==> config.mk <==
export PLATFORM = sky130hd
export DESIGN_NAME = binary_poly_ext_euclid_inverse_unit
export DESIGN_NICKNAME = d
export VERILOG_FILES = /design/src/bpe_pkg.sv /design/src/bpe_step.sv /design/src/binary_poly_ext_euclid_inverse_unit.sv
export SDC_FILE = /design/constraint.sdc
export NUM_CORES = 1
export LEC_CHECK = 0
export ABC_AREA = 1
export BUFFER_PORTS_ARGS = -buffer_cell sky130_fd_sc_hd__buf_2
export CORE_ASPECT_RATIO = 1.5
export CORE_MARGIN = 4
export CORE_UTILIZATION = 50
export CTS_BUF_LIST = sky130_fd_sc_hd__clkbuf_8
export CTS_CLUSTER_DIAMETER = 150
export CTS_CLUSTER_SIZE = 10
export DETAILED_ROUTE_END_ITERATION = 7
export PLACE_DENSITY = 0.7
export REMOVE_ABC_BUFFERS = 1
export SETUP_SLACK_MARGIN = 0.5
export SLEW_MARGIN = 15
export SYNTH_ARGS = -nofsm -noshare
export SYNTH_HDL_FRONTEND = slang
export SYNTH_HIERARCHICAL = 1
export SYNTH_SLANG_ARGS = --single-unit
export TNS_END_PERCENT = 100
==> constraint.sdc <==
create_clock -name i_clk -period 5.6 [get_ports i_clk]
set_input_delay 1.12 -clock i_clk [delete_from_list [all_inputs] [get_ports i_clk]]
set_output_delay 1.12 -clock i_clk [all_outputs]
set_load 0.01 [all_outputs]
==> src/bpe_pkg.sv <==
// shared types and constants for the binary polynomial extended euclid unit
package bpe_pkg;

    localparam int POLY_WIDTH = 16;
    localparam int DEG_W      = $clog2(POLY_WIDTH);

    typedef logic [POLY_WIDTH-1:0] t_poly;
    typedef logic [DEG_W-1:0]      t_deg;

    typedef struct packed {
        t_poly op_a;
        t_poly op_b;
    } t_in;

    typedef struct packed {
        t_poly gcd_poly;
        t_poly coef_a;
        t_poly coef_b;
        t_poly inverse;
        logic  has_inverse;
        logic  div_zero;
    } t_out;

    typedef struct packed {
        logic reduce;
        logic rem_zero;
    } t_step_ctl;

    typedef enum logic [1:0] {
        S_IDLE = 2'b01,
        S_RUN  = 2'b10
    } t_state;

endpackage

==> src/bpe_step.sv <==
// one shift-xor reduction step of the division, with matching coefficient updates
module bpe_step (
    input  bpe_pkg::t_poly     i_rem,
    input  bpe_pkg::t_poly     i_den,
    input  bpe_pkg::t_poly     i_s0,
    input  bpe_pkg::t_poly     i_t0,
    input  bpe_pkg::t_poly     i_s1,
    input  bpe_pkg::t_poly     i_t1,
    output bpe_pkg::t_step_ctl o_ctl,
    output bpe_pkg::t_poly     o_rem,
    output bpe_pkg::t_poly     o_s0,
    output bpe_pkg::t_poly     o_t0
);

    // position of the leading one, zero for an all-zero word
    function automatic bpe_pkg::t_deg deg_of(input bpe_pkg::t_poly v);
        bpe_pkg::t_deg d;
        d = '0;
        for (int i = 0; i < bpe_pkg::POLY_WIDTH; i++) begin
            if (v[i]) begin
                d = bpe_pkg::DEG_W'(i);
            end
        end
        return d;
    endfunction

    bpe_pkg::t_deg deg_rem;
    bpe_pkg::t_deg deg_den;
    bpe_pkg::t_deg sh;

    always_comb begin
        deg_rem          = deg_of(i_rem);
        deg_den          = deg_of(i_den);
        sh               = deg_rem - deg_den;
        o_ctl.rem_zero   = (i_rem == '0);
        o_ctl.reduce     = !o_ctl.rem_zero && (deg_rem >= deg_den);
        o_rem            = i_rem ^ (i_den << sh);
        // quotient bit at sh folds straight into the coefficients, truncated to width
        o_s0             = i_s0 ^ (i_s1 << sh);
        o_t0             = i_t0 ^ (i_t1 << sh);
    end

endmodule

==> src/binary_poly_ext_euclid_inverse_unit.sv <==
// top level: extended euclid over gf(2) polynomials with modular inverse
//
// input channel i_in_valid / i_in_data / o_in_stall carries op_a and op_b;
// an item is taken on a clock edge with valid high and stall low.
// output channel o_out_valid / o_out_data / i_out_stall returns one item
// per input item: gcd, bezout coefficients, inverse and the two flags.
// o_in_stall is high during reset and while an item is being worked on; the
// unit takes a new item in the cycle after the previous result has been
// handed to the output register, even while that result still waits.
// each cycle of work does one shift-xor reduction of the remainder, with
// the coefficient updates done in the same step, or one swap of the
// remainder into the divisor; when the division ends, the result is loaded
// into the output register, with no reduction or swap when op_b is zero.
// the leading-one search and barrel shift in bpe_step set the cycle time.
// reset (synchronous, active low) clears the output valid and returns to idle.
// while the receiver stalls, the result stays on o_out_data and a finished
// computation waits in the run state until the output register frees up.
module binary_poly_ext_euclid_inverse_unit (
    input  logic            i_clk,
    input  logic            i_rst_n,
    input  logic            i_in_valid,
    input  bpe_pkg::t_in    i_in_data,
    output logic            o_in_stall,
    output logic            o_out_valid,
    output bpe_pkg::t_out   o_out_data,
    input  logic            i_out_stall
);

    bpe_pkg::t_state    r_state, n_state;
    bpe_pkg::t_poly     r_rem, r_den, r_s0, r_t0, r_s1, r_t1;
    logic               r_dz;
    logic               r_out_valid, n_out_valid;
    bpe_pkg::t_out      r_out, n_out;

    bpe_pkg::t_step_ctl step_ctl;
    bpe_pkg::t_poly     step_rem, step_s0, step_t0;

    logic               in_take;
    logic               out_free;
    logic               done;

    bpe_step u_step (
        .i_rem (r_rem),
        .i_den (r_den),
        .i_s0  (r_s0),
        .i_t0  (r_t0),
        .i_s1  (r_s1),
        .i_t1  (r_t1),
        .o_ctl (step_ctl),
        .o_rem (step_rem),
        .o_s0  (step_s0),
        .o_t0  (step_t0)
    );

    assign o_in_stall  = (r_state != bpe_pkg::S_IDLE) || !i_rst_n;
    assign in_take     = i_in_valid && !o_in_stall;
    assign out_free    = !r_out_valid || !i_out_stall;
    // division finished with zero remainder (divisor is the gcd), or op_b was zero
    assign done        = (r_state == bpe_pkg::S_RUN)
                         && (r_dz || (!step_ctl.reduce && step_ctl.rem_zero));
    assign o_out_valid = r_out_valid;
    assign o_out_data  = r_out;

    always_comb begin
        n_state     = r_state;
        n_out_valid = r_out_valid;
        n_out       = r_out;
        if (r_out_valid && !i_out_stall) begin
            n_out_valid = 1'b0;
        end
        case (r_state)
            bpe_pkg::S_IDLE: begin
                if (in_take) begin
                    n_state = bpe_pkg::S_RUN;
                end
            end
            bpe_pkg::S_RUN: begin
                if (done && out_free) begin
                    n_state     = bpe_pkg::S_IDLE;
                    n_out_valid = 1'b1;
                    if (r_dz) begin
                        n_out          = '0;
                        n_out.div_zero = 1'b1;
                    end else begin
                        n_out.gcd_poly    = r_den;
                        n_out.coef_a      = r_s1;
                        n_out.coef_b      = r_t1;
                        n_out.has_inverse = (r_den == bpe_pkg::POLY_WIDTH'(1));
                        n_out.inverse     = n_out.has_inverse ? r_s1 : '0;
                        n_out.div_zero    = 1'b0;
                    end
                end
            end
            default: begin
                n_state = bpe_pkg::S_IDLE;
            end
        endcase
    end

    always_ff @(posedge i_clk) begin
        if (!i_rst_n) begin
            r_state     <= bpe_pkg::S_IDLE;
            r_out_valid <= 1'b0;
        end else begin
            r_state     <= n_state;
            r_out_valid <= n_out_valid;
        end
    end

    always_ff @(posedge i_clk) begin
        r_out <= n_out;
        if (in_take) begin
            r_rem <= i_in_data.op_a;
            r_den <= i_in_data.op_b;
            r_s0  <= bpe_pkg::POLY_WIDTH'(1);
            r_t0  <= '0;
            r_s1  <= '0;
            r_t1  <= bpe_pkg::POLY_WIDTH'(1);
            r_dz  <= (i_in_data.op_b == '0);
        end else if (r_state == bpe_pkg::S_RUN && !done) begin
            if (step_ctl.reduce) begin
                r_rem <= step_rem;
                r_s0  <= step_s0;
                r_t0  <= step_t0;
            end else begin
                // remainder below divisor and nonzero: next division round
                r_rem <= r_den;
                r_den <= r_rem;
                r_s0  <= r_s1;
                r_s1  <= r_s0;
                r_t0  <= r_t1;
                r_t1  <= r_t0;
            end
        end
    end

endmodule

==> impl_metrics.env, run 1 <==
export IMPL_outcome="complete, no violations"
export IMPL_slew_headroom=0.4088
export IMPL_avgRoutedWirePerCell_um=14.40
export IMPL_dp_slack_ns=1.194
export IMPL_grt_ovfl_total=0
export IMPL_power_leakage_nw=5.025
export IMPL_setup_violations=0
export IMPL_peakVddDrop_mv=0.1995
export IMPL_drt_total_wl_mm=24.26
export IMPL_post_route_min_period_ns=4.449
export IMPL_place_hpwl_mm=17.14
export IMPL_antenna_found_initial=0
export IMPL_worstMarginPinSlew_ns=0.8868
export IMPL_ys_ff_latch=166
export IMPL_die_w_um=121.7
export IMPL_rows=62
export IMPL_synth_async_reset_ratio=0
export IMPL_yosys_cell_types_count=39
export IMPL_drive_gt1_frac=0.1155
export IMPL_dieArea_mm2=0.02172
export IMPL_r2r_start="r_rem[1]$_DFFE_PP_"
export IMPL_min_delay_start="o_out_valid$_SDFF_PN0_"
export IMPL_max_stage_delay_ns=0.64
export IMPL_crit_fanout=64
export IMPL_dp_cells=1653
export IMPL_grt_max_degree=69
export IMPL_path_cells="nand2_1 -> nand2_1 -> nand2_1 -> nand2_1 -> nand2_1 -> nand2_1 -> nand2_1 -> nand2_1 -> nand2_1 -> nand2_1 -> nand2_1 -> nand2_1 -> a21oi_1 -> ha_1 -> nand2_1 -> nand2_1 -> nand2_1 -> a21oi_1 -> o21bai_1 -> inv_1 -> inv_4 -> a21oi_4 -> nand2_4 -> nand2_1"
export IMPL_final_hold_viol_count=0
export IMPL_cts_root_buf="clkbuf_8"
export IMPL_cts_buffers=17
export IMPL_stdcell_area_mm2=0.01065
export IMPL_finalNonFillerCells=1685
export IMPL_maxSlewViolCount=0
export IMPL_firstDrtPassIters=5
export IMPL_period_share=0.7944
export IMPL_whs_path_depth=2
export IMPL_cts_tree="built"
export IMPL_synth_ff_type="edfxtp_1"
export IMPL_grt_use_total=0.2301
export IMPL_fin_util=0.5580
export IMPL_clk_insertion_delay_late_ns=0.48
export IMPL_rrSetupSlack_ns=1.15
export IMPL_fin_tns_setup_ns=0
export IMPL_route_detailed_drc=0
export IMPL_io_buffers=103
export IMPL_crit_type="register to register"
export IMPL_start_kind="register"
export IMPL_drv_cap=0
export IMPL_clock_fmax_mhz=224.8
export IMPL_avgSynthCellArea_um2=7.136
export IMPL_crit_arrival_ns=4.49
export IMPL_fin_hold_ws_ns=0.5128
export IMPL_postCtsSetupRepairBufs=0
export IMPL_ys_warn_count=6
export IMPL_cts_hold_fix_buffers=0
export IMPL_worst_clock_skew_ns=0.01730
export IMPL_worst_slack_ns=1.151
export IMPL_vias=8484
export IMPL_cts_max_level=4
export IMPL_p_total_mw=3.971
export IMPL_grt_pass1_vias=8201
export IMPL_cp_required_ns=5.64
export IMPL_powerDensity_mw_per_mm2=372.9
export IMPL_nets=1457
export IMPL_ant_nets=0
export IMPL_core_mm2=0.01908
export IMPL_worstHoldEndpoint="o_out_valid$_SDFF_PN0_"
export IMPL_first_iter_violations=518
export IMPL_reg2regPathDepth=24
export IMPL_die_h_um=178.5
export IMPL_clkSlewWorstSetupHoldPaths_ns=0.09
export IMPL_synth_cells=1358
export IMPL_worst_r2r_endpoint="r_rem[5]$_DFFE_PP_"
export IMPL_syn_to_final_growth_pct=9.891
export IMPL_hold_path_class="register to register"
export IMPL_synth_cell_area_mm2=0.009691
export IMPL_start_util=0.5078
export IMPL_path_common_cell="nand2_1"
export IMPL_slowest_stage="nand2_1"
export IMPL_via_per_inst=5.035
export IMPL_rsz0062_at_grt="false"
export IMPL_cts_resized=0
export IMPL_insertedDiodeCount=0
export IMPL_crit_path_end_kind="register"
export IMPL_io_pins=104
export IMPL_gp_congestion=0.9139
export IMPL_synth_edff_count=99
export IMPL_placed_cell_area_mm2=0.01025
export IMPL_clkSinkCount=166
export IMPL_grt_first_pass_wirelength_mm=39.36
export IMPL_clk_path_buf_depth=2
export IMPL_ys_seq_area_frac=0.4452
-- state kept, by name, summed over array words and instances, names as in the netlist --
| name | cells |
|---|---|
| r_s0 | 16 |
| o_out_valid | 1 |
| r_rem | 16 |
| r_dz | 1 |
| r_s1 | 16 |
| r_den | 16 |
| o_out_data | 66 |
| r_t1 | 16 |
| r_t0 | 16 |
| r_state | 2 |
-- placed cells by master (no fill, tap or decap), types with 2 or more instances in the layout --
master,n
a21oi_1,3
dfxtp_1,67
o211ai_1,29
or2_2,9
buf_4,10
nor3_1,8
o21ai_1,24
inv_1,143
o22ai_1,6
nand2_4,2
nand4_1,4
o21ai_0,104
nand3_1,44
bufinv_16,2
nor2_1,220
nand2_1,443
xor2_1,29
clkbuf_8,21
inv_4,2
buf_2,103
edfxtp_1,99
clkinv_2,2
ha_1,4
xnor2_1,19
or2_1,3
inv_2,6
mux2i_1,9
-- power breakdown --
group          switching [mW]  internal (mW)  total, mW
combinational            1.08          0.544       1.63
clock                   0.433          0.437      0.871
sequential             0.0728           1.40       1.47
total                    1.59           2.38       3.97
-- logic make-up after synthesis --
logic type / Yosys count / synth area share
mux: 9 / 0.009297
fa+ha+maj: 5 / 0.007231
buf+inv: 221 / 0.09374
compound gates: 170 / 0.09800
xor+xnor: 49 / 0.04506
flops: 166 / 0.4452
simple gates: 738 / 0.3015
-- synth_stat cells, drive strengths merged (12+ instances only) --
cell / n / area share
buf: 51 / 0.028
clkbuf: 23 / 0.0089
dfxtp: 67 / 0.14
edfxtp: 99 / 0.31
inv: 147 / 0.057
nand2: 445 / 0.17
nand3: 45 / 0.024
nor2: 222 / 0.087
o211ai: 29 / 0.022
o21ai: 128 / 0.066
or2: 12 / 0.0077
xnor2: 19 / 0.017
xor2: 30 / 0.028
-- critical path: cells and delay by family, from the launching register on --
family	cells	cell delay, ns
buffers and inverters	2	0.39
adders and majority gates	1	0.51
DFF	1	0.47
AOI/OAI and AO/OA	4	0.49
and+or+nand+nor	17	2.12
-- metal layers --
layer	track usage	vias to the layer above	part of all wire
met4	0.1206	0	0.047
met1	0.2395	3830	0.38
li1	-	4382	-
met3	0.03775	71	0.039
met2	0.4355	201	0.54
met5	0	-	0
-- cell type report --
class | count | area [µm²]
fillers | 1939 | 8434
flip-flops and latches | 166 | 4314
well taps | 256 | 320.3
clock inverters | 11 | 107.6
inverters | 147 | 554.3
clock buffers | 21 | 289.0
multi-input cells | 971 | 4473
repair buffers | 113 | 590.6
-- worst max-delay path by stage --
stage	cells past startpoint	to	startpoint	slack, ns
floorplan	25	r_rem[0]$_DFFE_PP_	r_rem[2]$_DFFE_PP_	0.54
global placement	24	r_rem[15]$_DFFE_PP_	r_rem[1]$_DFFE_PP_	1.29
detailed placement	24	r_rem[14]$_DFFE_PP_	r_rem[1]$_DFFE_PP_	1.19
CTS	24	r_rem[5]$_DFFE_PP_	r_rem[1]$_DFFE_PP_	1.15
global route	25	r_rem[5]$_DFFE_PP_	r_den[1]$_DFFE_PP_	0.67
finish	24	r_rem[5]$_DFFE_PP_	r_rem[1]$_DFFE_PP_	1.15
No activity file was read; power rests on OpenSTA's default activity.
==> inputs of run 2 (changes only) <==
- PLACE_DENSITY: 0.7 -> 0.72
- clock period: 5.6 -> 3.7 ns (I/O delays scaled with it)
==> run 2 against run 1 <==
Against the previous run: clock-buffer cell count shrank 4; sequential power grew 52%; fmax grew 23%; first-iteration DRC count grew 5.2%; setup slack lost 1.1 ns; clock skew shrank 0.0063 ns; via count grew 8.2%; critical path depth grew 4; critical path type unchanged; hold slack lost 0.0011 ns.
==> impl_metrics.env, run 2 (synthesized netlist as in run 1, its figures left out) <==
export IMPL_outcome="complete, no violations"
export IMPL_rsz0062_at_grt="true"
export IMPL_die_w_um=121.7
export IMPL_grt_use_total=0.2512
export IMPL_worst_slack_ns=0.08580
export IMPL_die_h_um=178.5
export IMPL_start_util=0.5078
export IMPL_reg2regPathDepth=28
export IMPL_crit_arrival_ns=3.99
export IMPL_cts_max_level=4
export IMPL_first_iter_violations=545
export IMPL_ant_nets=0
export IMPL_dieArea_mm2=0.02172
export IMPL_vias=9177
export IMPL_layout_commonest_cell="nand2_1"
export IMPL_grt_max_degree=64
export IMPL_r2r_start="r_rem[2]$_DFFE_PP_"
export IMPL_peakVddDrop_mv=0.2976
export IMPL_place_hpwl_mm=18.37
export IMPL_crit_type="register to register"
export IMPL_period_share=0.9768
export IMPL_syn_to_final_growth_pct=21.20
export IMPL_insertedDiodeCount=0
export IMPL_io_pins=104
export IMPL_power_leakage_nw=5.460
export IMPL_grt_pass1_vias=8862
export IMPL_clk_path_buf_depth=2
export IMPL_rows=62
export IMPL_worst_clock_skew_ns=0.01100
export IMPL_via_per_inst=5.241
export IMPL_cts_tree="built"
export IMPL_largest_reg_flops=66
export IMPL_grt_ovfl_total=0
export IMPL_cp_required_ns=4.08
export IMPL_p_total_mw=6.891
export IMPL_stdcell_area_mm2=0.01175
export IMPL_final_hold_viol_count=0
export IMPL_clkSinkCount=166
export IMPL_fin_hold_ws_ns=0.5118
export IMPL_dp_slack_ns=-0.09155
export IMPL_setup_violations=0
export IMPL_start_kind="register"
export IMPL_worstHoldEndpoint="r_t1[2]$_SDFFE_PP0P_"
export IMPL_crit_fanout=7
export IMPL_rrSetupSlack_ns=0.09
export IMPL_max_stage_delay_ns=0.64
export IMPL_placed_cell_area_mm2=0.01056
export IMPL_clk_insertion_delay_late_ns=0.48
export IMPL_cts_buffers=17
export IMPL_drv_cap=0
export IMPL_worstMarginPinSlew_ns=0.6902
export IMPL_cts_root_buf="clkbuf_8"
export IMPL_firstDrtPassIters=5
export IMPL_io_buffers=103
export IMPL_fin_util=0.6155
export IMPL_slowest_stage="fa_2"
export IMPL_gp_congestion=0.9346
export IMPL_whs_path_depth=2
export IMPL_nets=1523
export IMPL_core_mm2=0.01908
export IMPL_nFillCells=1777
export IMPL_worst_r2r_endpoint="r_t0[4]$_SDFFE_PP0P_"
export IMPL_drt_total_wl_mm=27.34
export IMPL_post_route_min_period_ns=3.614
export IMPL_drive_gt1_frac=0.2094
export IMPL_powerDensity_mw_per_mm2=586.7
export IMPL_slew_headroom=0.5350
export IMPL_clkSlewWorstSetupHoldPaths_ns=0.10
export IMPL_grt_first_pass_wirelength_mm=42.44
export IMPL_route_detailed_drc=0
export IMPL_hold_path_class="register to register"
export IMPL_crit_path_end_kind="register"
export IMPL_min_delay_start="r_t0[2]$_SDFFE_PP0P_"
export IMPL_maxSlewViolCount=0
export IMPL_antenna_found_initial=0
export IMPL_layout_common_cells="nand2_1 (424), nor2_1 (211), inv_1 (134), buf_2 (103), edfxtp_1 (99)"
export IMPL_clock_fmax_mhz=276.7
export IMPL_cts_hold_fix_buffers=0
export IMPL_avgRoutedWirePerCell_um=15.62
export IMPL_path_common_cell="nand2_1"
==> run 2: area by class of cell <==
cell class / count / area [µm²] / share of cell area
multi-input combinational: 971 / 4788 / 0.4077
clock buffer: 17 / 234.0 / 0.01992
clock inverter: 15 / 167.7 / 0.01428
timing repair buffer: 179 / 1355 / 0.1154
tap: 256 / 320.3 / 0.02727
inverter: 147 / 565.5 / 0.04815
sequential: 166 / 4314 / 0.3673
==> run 2: through the flow <==
stage / setup TNS [ns] / instances
3_3_place_gp: -0.04505 / 1686
4_1_cts: 0 / 1741
6_report: 0 / 1751
2_1_floorplan: -191.68 / 1284
5_1_grt: -0.5444 / 1751
3_5_place_dp: -0.09155 / 1686
==> run 2: what timing repair did <==
| action | 4_1_cts | 5_1_grt |
|---|---|---|
| buffers inserted | 20 | 7 |
| setup endpoints to repair | 178 | 179 |
| pin swaps | 44 | 43 |
| resized for setup | 87 | 69 |
| gates cloned | 3 | 3 |
==> run 2: power breakdown <==
| part | switching, mW | leakage [nW] | internal, mW |
|---|---|---|---|
| logic | 1.98 | 3.87 | 1.33 |
| clock network | 0.737 | 0.192 | 0.614 |
| registers | 0.107 | 1.40 | 2.12 |
==> run 2: worst max-delay path by stage <==
stage	start	to	slack, ns	cells past startpoint
global placement	r_rem[1]$_DFFE_PP_	r_s0[10]$_SDFFE_PP0P_	-0.05	27
floorplan	r_rem[2]$_DFFE_PP_	r_rem[0]$_DFFE_PP_	-1.36	25
finish	r_rem[2]$_DFFE_PP_	r_t0[4]$_SDFFE_PP0P_	0.09	28
CTS	r_rem[1]$_DFFE_PP_	r_rem[8]$_DFFE_PP_	0.17	24
global route	r_rem[2]$_DFFE_PP_	r_t0[14]$_SDFFE_PP0P_	-0.1	26
detailed placement	r_rem[1]$_DFFE_PP_	r_s0[10]$_SDFFE_PP0P_	-0.09	26
==> run 2: metal layers <==
layer | part of all wire | global-route usage
met1 | 0.35 | 0.2538
met4 | 0.062 | 0.1631
met5 | 0 | 0
met3 | 0.050 | 0.03871
met2 | 0.53 | 0.4704
==> run 2: critical path: cells and delay by family (launching register included) <==
| family | cells | cell delay, ns |
|---|---|---|
| compound gates | 4 | 0.43 |
| xor+xnor | 1 | 0.13 |
| fa+ha+maj | 2 | 0.83 |
| buf+inv | 4 | 0.47 |
| flops | 1 | 0.42 |
| simple gates | 17 | 1.22 |
